### config.mk
export PLATFORM = sky130hd
export DESIGN_NAME = bitmap_column_run_rectangle_merge_top
export DESIGN_NICKNAME = d
export VERILOG_FILES = /design/src/rtl/bcrm_pkg.sv /design/src/rtl/bcrm_grid.sv /design/src/rtl/bitmap_column_run_rectangle_merge_top.sv
export SDC_FILE = /design/constraint.sdc
export NUM_CORES = 2
export LEC_CHECK = 0
export BUFFER_PORTS_ARGS = -buffer_cell sky130_fd_sc_hd__buf_4
export CAP_MARGIN = 20
export CELL_PAD_IN_SITES_DETAIL_PLACEMENT = 1
export CELL_PAD_IN_SITES_GLOBAL_PLACEMENT = 1
export CORE_MARGIN = 1.5
export CORE_UTILIZATION = 48
export DETAILED_ROUTE_END_ITERATION = 8
export PLACE_DENSITY = 0.73
export SLEW_MARGIN = 20
export SYNTH_ARGS = -nofsm -noshare
export SYNTH_HDL_FRONTEND = slang
export SYNTH_HIERARCHICAL = 1
export SYNTH_SLANG_ARGS = --single-unit
### constraint.sdc
create_clock -name clk_i -period 8.4 [get_ports clk_i]
set_input_delay 0.42 -clock clk_i [delete_from_list [all_inputs] [get_ports clk_i]]
set_output_delay 0.42 -clock clk_i [all_outputs]
set_load 0.005 [all_outputs]
### src/rtl/bcrm_pkg.sv
// Package for the bitmap column-run rectangle merge block.
// Holds shared constants, opcodes, register indexes and the sequencer state type.
// No dependencies.
package bcrm_pkg;

  // Default grid dimensions handed to the top level parameters.
  localparam int unsigned MaxColumnsDef = 64;
  localparam int unsigned MaxRowsDef    = 64;

  // Fixed field widths of the item and result ports.
  localparam int unsigned ColIdxW = 6;
  localparam int unsigned CellsW  = 64;
  localparam int unsigned RowIdxW = 6;
  localparam int unsigned CountW  = 7;

  // Item opcodes.
  localparam logic OpLoad      = 1'b0;
  localparam logic OpDecompose = 1'b1;

  // Configuration register indexes and their values after reset.
  localparam logic CfgColumns = 1'b0;
  localparam logic CfgRows    = 1'b1;
  localparam logic [CountW-1:0] ColumnsReset = 7'd21;
  localparam logic [CountW-1:0] RowsReset    = 7'd21;

  // Decompose sequencer states.
  typedef enum logic [2:0] {
    ST_IDLE,
    ST_READ,
    ST_SCAN,
    ST_RUN,
    ST_EXT,
    ST_EMIT
  } state_e;

endpackage

### src/rtl/bcrm_grid.sv
// Column word store of the bitmap grid: one write port, one registered read port.
// Per-entry valid bits make never-written columns read as all zero after reset.
// Depends on nothing but its parameters.
module bcrm_grid #(
  parameter int unsigned Depth = 64,
  parameter int unsigned Width = 64,
  parameter int unsigned AddrW = (Depth > 1) ? $clog2(Depth) : 1
) (
  input  logic             clk_i,
  input  logic             rst_ni,
  input  logic             we_i,
  input  logic [AddrW-1:0] waddr_i,
  input  logic [Width-1:0] wdata_i,
  input  logic             re_i,
  input  logic [AddrW-1:0] raddr_i,
  output logic [Width-1:0] rdata_o
);

  logic [Width-1:0] mem [Depth];
  logic [Depth-1:0] vld_q;
  logic [Width-1:0] rd_data_q;
  logic             rd_vld_q;

  // Storage array, no reset.
  always_ff @(posedge clk_i) begin
    if (we_i) begin
      mem[waddr_i] <= wdata_i;
    end
    if (re_i) begin
      rd_data_q <= mem[raddr_i];
    end
  end

  // Valid bits: an entry becomes valid on its first write.
  always_ff @(posedge clk_i or negedge rst_ni) begin
    if (!rst_ni) begin
      vld_q    <= '0;
      rd_vld_q <= 1'b0;
    end else begin
      if (we_i) begin
        vld_q[waddr_i] <= 1'b1;
      end
      if (re_i) begin
        rd_vld_q <= vld_q[raddr_i];
      end
    end
  end

  // An entry never written reads as empty.
  assign rdata_o = rd_vld_q ? rd_data_q : '0;

endmodule

### src/rtl/bitmap_column_run_rectangle_merge_top.sv
// Top level of the bitmap column-run rectangle merge block.
// Depends on bcrm_pkg and bcrm_grid.
//
// A load item writes one column word at the edge that takes it, and busy stays low. A
// decompose of a column out of use, or with no rows in use, is dropped the same way. Any
// other decompose item holds busy high from the next cycle while one sequencer walks the
// column with a single shared compare against the registered read port of the grid store.
// It reads the column in ST_READ, then steps row by row in ST_SCAN and ST_RUN from the top
// down to the bottom of its last run. Each run is closed in ST_RUN, then compares the
// following columns in use against it in ST_EXT (every column it absorbs, plus the first one
// that does not cover it) and presents the rectangle on the result ports with rect_valid_o
// in ST_EMIT. An empty column passes only through ST_READ and ST_SCAN. Results cannot be
// held off: each one is on the ports for exactly one cycle. Configuration writes are
// always taken (cfg_ready_o is high); the user must keep them to the idle periods, as the
// block itself does not enforce this.
module bitmap_column_run_rectangle_merge_top #(
  parameter int unsigned MAX_COLUMNS = bcrm_pkg::MaxColumnsDef,
  parameter int unsigned MAX_ROWS    = bcrm_pkg::MaxRowsDef
) (
  input  logic                           clk_i,
  input  logic                           rst_ni,
  input  logic                           start,
  output logic                           busy,
  input  logic                           opcode_i,
  input  logic [bcrm_pkg::ColIdxW-1:0]   column_index_i,
  input  logic [bcrm_pkg::CellsW-1:0]    column_cells_i,
  input  logic                           cfg_valid_i,
  output logic                           cfg_ready_o,
  input  logic                           cfg_index_i,
  input  logic [bcrm_pkg::CountW-1:0]    cfg_data_i,
  output logic                           rect_valid_o,
  output logic [bcrm_pkg::ColIdxW-1:0]   rect_column_o,
  output logic [bcrm_pkg::RowIdxW-1:0]   rect_first_row_o,
  output logic [bcrm_pkg::RowIdxW-1:0]   rect_last_row_o,
  output logic [bcrm_pkg::CountW-1:0]    rect_width_o,
  output logic                           last_of_column_o
);
  import bcrm_pkg::*;

  localparam int unsigned AddrW    = (MAX_COLUMNS > 1) ? $clog2(MAX_COLUMNS) : 1;
  localparam int unsigned RW       = (MAX_ROWS > 1) ? $clog2(MAX_ROWS) : 1;
  localparam int unsigned ColLimit = (MAX_COLUMNS < 64) ? MAX_COLUMNS : 64;

  state_e state_q, state_d;

  logic [CountW-1:0]   cols_q, rows_q;
  logic [ColIdxW-1:0]  col_q, col_d;
  logic [MAX_ROWS-1:0] work_q, work_d;
  logic [MAX_ROWS-1:0] mask_q, mask_d;
  logic [RW:0]         row_q, row_d;
  logic [RW-1:0]       first_q, first_d;
  logic [RW-1:0]       last_q, last_d;
  logic [CountW-1:0]   next_q, next_d;
  logic [CountW-1:0]   add_q, add_d;

  logic [CountW-1:0]   ncols, nrows;
  logic [MAX_ROWS-1:0] row_mask;
  logic                row_bit;
  logic [CountW-1:0]   col_plus, next_plus;
  logic                hit;

  logic                g_we, g_re;
  logic [AddrW-1:0]    g_waddr, g_raddr;
  logic [MAX_ROWS-1:0] g_wdata, g_rdata;

  // Configuration registers.
  assign cfg_ready_o = 1'b1;

  always_ff @(posedge clk_i or negedge rst_ni) begin
    if (!rst_ni) begin
      cols_q <= ColumnsReset;
      rows_q <= RowsReset;
    end else if (cfg_valid_i && cfg_ready_o) begin
      unique case (cfg_index_i)
        CfgColumns: cols_q <= cfg_data_i;
        CfgRows:    rows_q <= cfg_data_i;
        default:    ;
      endcase
    end
  end

  // Effective column and row counts, clipped to the grid size.
  assign ncols = (cols_q > CountW'(ColLimit)) ? CountW'(ColLimit) : cols_q;
  assign nrows = (rows_q > CountW'(MAX_ROWS)) ? CountW'(MAX_ROWS) : rows_q;

  // Rows in use as a thermometer mask.
  always_comb begin
    for (int i = 0; i < MAX_ROWS; i++) begin
      row_mask[i] = (CountW'(i) < nrows);
    end
  end

  // Current row bit of the working copy; past the grid it reads clear.
  assign row_bit   = (row_q < (RW + 1)'(MAX_ROWS)) ? work_q[row_q[RW-1:0]] : 1'b0;
  assign col_plus  = {1'b0, col_q} + CountW'(1);
  assign next_plus = next_q + CountW'(1);
  assign hit       = ((g_rdata & mask_q) == mask_q);

  // Grid store.
  bcrm_grid #(
    .Depth (MAX_COLUMNS),
    .Width (MAX_ROWS),
    .AddrW (AddrW)
  ) u_grid (
    .clk_i   (clk_i),
    .rst_ni  (rst_ni),
    .we_i    (g_we),
    .waddr_i (g_waddr),
    .wdata_i (g_wdata),
    .re_i    (g_re),
    .raddr_i (g_raddr),
    .rdata_o (g_rdata)
  );

  // Sequencer state and working registers.
  always_ff @(posedge clk_i or negedge rst_ni) begin
    if (!rst_ni) begin
      state_q <= ST_IDLE;
      row_q   <= '0;
      next_q  <= '0;
      add_q   <= '0;
    end else begin
      state_q <= state_d;
      row_q   <= row_d;
      next_q  <= next_d;
      add_q   <= add_d;
    end
  end

  always_ff @(posedge clk_i) begin
    col_q   <= col_d;
    work_q  <= work_d;
    mask_q  <= mask_d;
    first_q <= first_d;
    last_q  <= last_d;
  end

  // Next state, grid accesses and result strobe.
  always_comb begin
    state_d = state_q;
    col_d   = col_q;
    work_d  = work_q;
    mask_d  = mask_q;
    row_d   = row_q;
    first_d = first_q;
    last_d  = last_q;
    next_d  = next_q;
    add_d   = add_q;
    g_we    = 1'b0;
    g_waddr = AddrW'(next_q);
    g_wdata = g_rdata & ~mask_q;
    g_re    = 1'b0;
    g_raddr = AddrW'(next_plus);

    unique case (state_q)
      ST_IDLE: begin
        g_waddr = AddrW'(column_index_i);
        g_wdata = column_cells_i[MAX_ROWS-1:0];
        g_raddr = AddrW'(column_index_i);
        col_d   = column_index_i;
        if (start) begin
          if (opcode_i == OpLoad) begin
            g_we = ({1'b0, column_index_i} < CountW'(ColLimit));
          end else if (({1'b0, column_index_i} < ncols) && (nrows != '0)) begin
            g_re    = 1'b1;
            state_d = ST_READ;
          end
        end
      end
      ST_READ: begin
        work_d  = g_rdata & row_mask;
        row_d   = '0;
        state_d = ST_SCAN;
      end
      // Skip clear rows until a run starts or nothing is left.
      ST_SCAN: begin
        if (work_q == '0) begin
          state_d = ST_IDLE;
        end else if (row_bit) begin
          work_d[row_q[RW-1:0]] = 1'b0;
          mask_d  = '0;
          mask_d[row_q[RW-1:0]] = 1'b1;
          first_d = row_q[RW-1:0];
          last_d  = row_q[RW-1:0];
          add_d   = '0;
          row_d   = row_q + (RW + 1)'(1);
          state_d = ST_RUN;
        end else begin
          row_d = row_q + (RW + 1)'(1);
        end
      end
      // Grow the run downward; at its end start on the next column, if one is in use.
      ST_RUN: begin
        if (row_bit) begin
          work_d[row_q[RW-1:0]] = 1'b0;
          mask_d[row_q[RW-1:0]] = 1'b1;
          last_d = row_q[RW-1:0];
          row_d  = row_q + (RW + 1)'(1);
        end else if (col_plus < ncols) begin
          g_re    = 1'b1;
          g_raddr = AddrW'(col_plus);
          next_d  = col_plus;
          state_d = ST_EXT;
        end else begin
          state_d = ST_EMIT;
        end
      end
      // Absorb one following column per cycle while it covers the run.
      ST_EXT: begin
        if (hit) begin
          g_we  = 1'b1;
          add_d = add_q + CountW'(1);
          if (next_plus < ncols) begin
            g_re   = 1'b1;
            next_d = next_plus;
          end else begin
            state_d = ST_EMIT;
          end
        end else begin
          state_d = ST_EMIT;
        end
      end
      ST_EMIT: begin
        state_d = (work_q == '0) ? ST_IDLE : ST_SCAN;
      end
      default: state_d = ST_IDLE;
    endcase
  end

  // Result ports.
  assign busy             = (state_q != ST_IDLE);
  assign rect_valid_o     = (state_q == ST_EMIT);
  assign rect_column_o    = col_q;
  assign rect_first_row_o = RowIdxW'(first_q);
  assign rect_last_row_o  = RowIdxW'(last_q);
  assign rect_width_o     = add_q + CountW'(1);
  assign last_of_column_o = (work_q == '0);

  // A rectangle never reaches past the columns in use.
  a_rect_in_grid: assert property (@(posedge clk_i) disable iff (!rst_ni)
    rect_valid_o |-> ((CountW'(rect_column_o) + rect_width_o) <= ncols))
    else $error("rectangle extends past the columns in use");

  // The run's rows are ordered.
  a_rows_ordered: assert property (@(posedge clk_i) disable iff (!rst_ni)
    rect_valid_o |-> (rect_first_row_o <= rect_last_row_o))
    else $error("rectangle first row below last row");

  // The final rectangle of a column ends the item.
  a_last_ends: assert property (@(posedge clk_i) disable iff (!rst_ni)
    (rect_valid_o && last_of_column_o) |=> !busy)
    else $error("block still busy after the final rectangle");

  // A load item finishes in the cycle it is taken.
  a_load_single: assert property (@(posedge clk_i) disable iff (!rst_ni)
    (start && !busy && (opcode_i == OpLoad)) |=> !busy)
    else $error("load item left the block busy");

  // Grid writes during a decompose happen only for covering columns.
  a_write_on_hit: assert property (@(posedge clk_i) disable iff (!rst_ni)
    (g_we && busy) |-> ((state_q == ST_EXT) && hit))
    else $error("grid written outside column absorption");

endmodule

======== Yosys cells after proc, flatten, opt, wreduce, memory -nomap -nowiden ========
Memories as Yosys holds them, arrays and structs flattened. A register that Yosys moved wholly into a read port is not among the register bits.
Cells that the tools add are included.
word-level totals
  register bits ........................... 249
  memory bits (writable) .................. 4096
  bits of input ports ..................... 83
  output and inout port bits .............. 29
  word-level logic and storage cells ...... 206
  memories ................................ 1
operators by class
  add/subtract/negate cells ............... 4
  order comparisons ....................... 75
  equality and inequality tests ........... 18
  multiplexer cells ....................... 64
  bitwise operators ....................... 10
  reduce and logical (&&, ||, !) cells .... 21
memories
  name        words  width  read ports  clocked after Yosys merged registers in  write ports  line             text
  u_grid.mem  64     64     1           1                                        1            bcrm_grid.sv:19  logic [Width-1:0] mem [Depth];
operator list
  operator               count
  $mux W64               7
  $and A64 B64 Y64       4
  $lt A6 B7 Y1 const A   32
  $pmux W64 S3           1
  $not A64 Y64           2
  $or A64 B64 Y64        2
  $pmux W64 S2           1
  $lt A5 B7 Y1 const A   16
  $mux W7                11
  $eq A64 B64 Y1         1
  $logic_not A64 Y1      1
  $lt A4 B7 Y1 const A   8
  $mux W6                5
  $lt A3 B7 Y1 const A   4
  $pmux W7 S2            2
  $mux W3                8
  $pmux W6 S2            2
  $add A7 B1 Y7 const B  3
  $lt A6 B7 Y1 const B   3
  $pmux W7 S3            1
  $ne A2 B2 Y1 const B   10
  $mux W1                18
  $pmux W3 S6            1
  $gt A7 B7 Y1 const B   2
  other kinds (27)       47

======== Longest topological paths before layout ========
  word-level depth ........................ 9
  mapped depth ............................ 21
  depth with buffers taken out ............ 16

======== Modules after synthesis ========
The synthesis kept the hierarchy.
modules (own cells, without submodules)
  module                                 instances  cells an instance  area each (um^2)
  bcrm_grid                              1          6307               159764.5
  bitmap_column_run_rectangle_merge_top  1          1266               11422.2

======== Least setup slack after synthesis ========
Ideal clock, no wire load.
  path kind ............................... register to register
  from .................................... register u_grid.rd_vld_q
  to ...................................... register u_grid.vld_q[48]
  setup time .............................. 0.092 ns
  data arrival time ....................... 7.833 ns
  data required time ...................... 8.308 ns
  slack ................................... 0.475 ns
  stages on the path, launching flop included .. 13
  clock period less this slack ............ 7.925 ns
  cells stage by stage .................... dfrtp_1 > clkbuf_1 > clkbuf_1 > and2_1 > o22ai_1 > or4_1 > or4_4 > or2_2 > nand2_1 > nand4b_1 > or2_2 > nor3_1 > or2_2
on the way
  longest elaborated chain between the ends .. 5
ends and longest elaborated chain
  element                          line                                          text
  from (decl)                      bcrm_grid.sv:22                               logic rd_vld_q;
  from (signal assigned)           bcrm_grid.sv:44                               rd_vld_q <= vld_q[raddr_i];
  $mux W64                         bcrm_grid.sv:50                               assign rdata_o = rd_vld_q ? rd_data_q : '0;
  named net g_rdata[49]            bitmap_column_run_rectangle_merge_top.sv:64   logic [MAX_ROWS-1:0] g_wdata, g_rdata;
  $and A64 B64 Y64                 bitmap_column_run_rectangle_merge_top.sv:97   assign hit = ((g_rdata & mask_q) == mask_q);
  $eq A64 B64 Y1                   bitmap_column_run_rectangle_merge_top.sv:97
  $mux W1                          bitmap_column_run_rectangle_merge_top.sv:210  if (hit) begin
  $pmux W1 S2                      bitmap_column_run_rectangle_merge_top.sv:155  unique case (state_q)
  named net g_we                   bitmap_column_run_rectangle_merge_top.sv:62   logic g_we, g_re;
  to (signal assigned)             bcrm_grid.sv:37                               vld_q <= '0;
  to (signal, indexed assignment)  bcrm_grid.sv:41                               vld_q[waddr_i] <= 1'b1;
  to (decl)                        bcrm_grid.sv:20                               logic [Depth-1:0] vld_q;
The timed path passes the listed nets, and every way through them passes these cells.
A chain may end at the register's enable or synchronous reset.

======== Worst setup path after layout ========
  from .................................... register row_q[4]
  to ...................................... register u_grid.rd_data_q[50] (read register of u_grid.mem), data pin
on the way
  longest elaborated chain between the ends .. 5
ends and longest elaborated chain
  element                        line                                          text
  from (decl)                    bitmap_column_run_rectangle_merge_top.sv:50   logic [RW:0] row_q, row_d;
  from (signal assigned)         bitmap_column_run_rectangle_merge_top.sv:124  row_q <= row_d;
  $bmux W1 S6                    bitmap_column_run_rectangle_merge_top.sv:94   assign row_bit = (row_q < (RW + 1)'(MAX_ROWS)) ? work_q[row_q[RW-1:0]] : 1'b0;
  $mux W1 (implied by the code)  bitmap_column_run_rectangle_merge_top.sv:94
  $mux W1 (*)                    bitmap_column_run_rectangle_merge_top.sv:94
  $mux W6 (*)                    bitmap_column_run_rectangle_merge_top.sv:194  if (row_bit) begin
  $pmux W6 S2 (*)                bitmap_column_run_rectangle_merge_top.sv:155
  named net g_raddr[0]           bitmap_column_run_rectangle_merge_top.sv:63   logic [AddrW-1:0] g_waddr, g_raddr;
  to (decl)                      bcrm_grid.sv:21                               logic [Width-1:0] rd_data_q;
Mark *: on every way through the listed nets, which the timed path passes. The rest lies on a longest branch. The select of a mux whose other input is x is not followed.

==> impl_metrics.yaml <==
outcome:
  status: "completed"
place:
  place_congestion: 0.974
  port_buffers: 110
  place_hpwl_mm: 290
global_route:
  grt_pass1_wl_mm: 757
  antenna_found_initial: 24
  grt.total_usage_pct: 30.8
  overflow: 0
  grt_pass1_vias: 90700
  grt_max_degree: 89
detailed_routing:
  routed_wl_mm: 553
  firstDrtPassIters: 6
  via_count: 89700
  drcViolationCount: 0
  drt-wirelength-per-cell_um: 41.9
  viasPerCell: 6.80
  drt_iter0_drc: 15200
  ant_nets: 0
sta:
  maxSlewHeadroom_pct: 17.3
  slew_violations: 0
  hold_viol: 0
  finalSetupTns_ns: 0
  rsz0062_at_grt: "no"
  period_share_pct: 77.6
  fin_crit_ns: 6.52
  skew_ns: 0.0581
  setup_viol: 0
  max_freq_ghz: 0.153
  worst_pin_slew_ns: 1.24
clock_tree:
  cts_made_buffers: 434
  cts_tree: "yes"
  root_buffer: "clkbuf_16"
  cts_setup_buffers: 0
  clk_pin_slew_ns: 0.06
  clock_latency_ns: 1.02
  clk_path_buf_depth: 4
  cts.sinks: 4409
  htree_levels: 5
synthesis:
  syn_area_per_cell_um2: 22.6
  synth_cell_type_count: 70
  synthTopCellsByCount: "edfxtp_1, mux4_2, nand2_1"
  synth-async-reset-ratio_pct: 2.34
  yosysTopAreaCellShare_pct: 75.5
  synthTopCellsByArea: "edfxtp_1, mux4_2, dfrtp_1"
  synth_top_cell_by_area: "edfxtp_1"
  syn-num-nets: 7676
  yosysWarningCount: 6
  yosysMostFrequentCell: "edfxtp_1"
  ys_ff_latch: 4409
  synthCells: 7573
  synth_flop_cell: "edfxtp_1"
  ys_seq_area_share_pct: 77.0
  netlist_area_um2: 171000
  synth_edf_count: 4306
floorplanning:
  row_count: 219
  io_pins: 112
  die_y_um: 600
  die-width_um: 600
  dieArea_um2: 360000
  start_util_pct: 48.2
  fp.coreArea_um2: 355000
critical_path:
  endpoint_kind: "register"
  cp_top_family: "compound AO/OA/AOI/OAI gates"
  critPathBufInv: 3
  cp-start-kind: "register"
  cp-startpoint: "row_q[4]"
  crit_fanout: 63
  slowest_delay_ns: 0.90
  r2r-start: "row_q[4]"
  arrival_ns: 7.25
  crit_type: "register to register"
  cp.required_ns: 9.13
  cp_cell_sequence: "or3b_2 -> a21oi_1 -> a2111o_1 -> a2bb2oi_1 -> a31o_2 -> nand3_1 -> o221ai_4 -> buf_12 -> buf_12 -> buf_4 -> mux4_2 -> mux4_2 -> a22oi_1 -> nand2_1"
  cpMaxStageDelayCell: "dfrtp_1"
pwr:
  seq_power_share_pct: 36.1
  p_sw_share_pct: 34.9
  power_mw: 84.4
  p_switching_mw: 29.4
  clkPwrFrac_pct: 23.0
  ir_drop_mv: 0.704
  internal-power_mw: 55.0
  comb_power_share_pct: 40.9
  p_leak_nw: 61.6
  p_per_area_nw_per_um2: 432
flow_run:
  maxCapViolations: 0
finish:
  drive_gt1_share_pct: 30.5
  area_growth_syn_to_layout_pct: 14.1
  final_nets: 8166
  fillers: 30100
min_path:
  worstHoldStart: "column_cells_i[34]"
  hold_path_class: "primary input to register"
==> stage by stage <==
stage | setup slack [ns] | utilization, % | cells | instance area, um2 | hold WS, ns
6_report | 1.88 | 54.9 | 13200 | 195000 | 0.0544
5_1_grt | 1.66 | 54.9 | 13200 | 195000 | 0.0841
4_1_cts | 2.02 | 54.9 | 13200 | 195000 | 0.0414
3_5_place_dp | 2.05 | 50.9 | 12400 | 181000 | 0.410
3_3_place_gp | 2.20 | 50.9 | 12300 | 181000 | 0.392
2_1_floorplan | 0.475 | - | 7573 | 171000 | 0.124
==> timing repair <==
item / in CTS / in global routing
hold buffers: 26 / 0
setup endpoints to repair: 0 / 0
hold endpoints to repair: 58 / 0
resized for setup: 0 / 0
==> power by group through the flow <==
stage	clock network, mW	registers, mW	logic, mW
floorplan	0	30.7	22.7
global placement	0	30.8	32.8
detailed placement	0	30.8	34.0
CTS	19.5	30.4	34.2
global route	20.2	30.5	36.0
finish	19.4	30.5	34.5
==> area by class of cell <==
cell class | instances | area, um2 | share of cell area (%)
timing repair buffer | 470 | 4930 | 2.52
antenna | 12 | 30.0 | 0.0154
multi-input combinational | 2690 | 38300 | 19.6
inverter | 58 | 225 | 0.115
clock inverter | 263 | 2560 | 1.31
sequential | 4409 | 132000 | 67.5
clock buffer | 531 | 11400 | 5.84
tap | 4751 | 5940 | 3.04
==> tightest hold or removal path: cells and delay by family <==
kind / cells / cell delay (ns)
AO/OA/AOI/OAI: 1 / 0.26
buffers and inverters: 1 / 0.08
AND/OR/NAND/NOR: 1 / 0.08
==> cell families after synthesis <==
family | after synthesis | share of synthesized area, %
DFF | 4409 | 77.0
muxes | 1333 | 17.3
and+or+nand+nor | 821 | 2.33
AOI/OAI and AO/OA | 501 | 1.95
buffers and inverters | 474 | 1.16
adders and majority gates | 20 | 0.146
xor gates and xnor gates | 14 | 0.0716
other | 1 | 0.00219
==> flip-flops by register name, summed over array words and instances (netlist names), 7 cells and up <==
name	cells
rows_q	7
next_q	7
cols_q	7
work_q	64
row_q	7
u_grid/mem	4096
u_grid/vld_q	64
add_q	7
mask_q	64
u_grid/rd_data_q	64
==> layout by cell type, fill, tap and decap left out, types with 72 or more instances in the layout <==
cell and count:
o21ai_0 107, clkbuf_1 86, buf_12 94, buf_4 343, clkinv_1 107, edfxtp_1 4306
dfrtp_1 96, nand2_1 349, mux4_2 1297, clkbuf_16 440, clkinv_2 74, a22oi_1 136
and2_1 72
==> path summary, 6_finish.rpt <==
path | end | slack, ns | depth (start not counted)
worst max register to register | u_grid/rd_data_q[50] | 1.88 | 14
worst min-delay path | u_grid/mem[29][34] | 0.05 | 3
min in group asynchronous | cols_q[4] | 0.57 | 3
worst min register to register | u_grid/vld_q[24] | 0.47 | 1
max in group asynchronous | u_grid/rd_vld_q | 6.66 | 4
worst max-delay path | u_grid/rd_data_q[50] | 1.88 | 14
==> layer usage <==
metal | vias to the layer above | part of all wire, % | track usage, %
li1 | 33100 | - | -
met1 | 48100 | 35 | 41.4
met2 | 7009 | 47 | 47.9
met3 | 1427 | 12 | 6.48
met4 | 10 | 6.5 | 16.3
met5 | - | 0.012 | 0
Note: power is estimated with default switching activity, not from simulation.
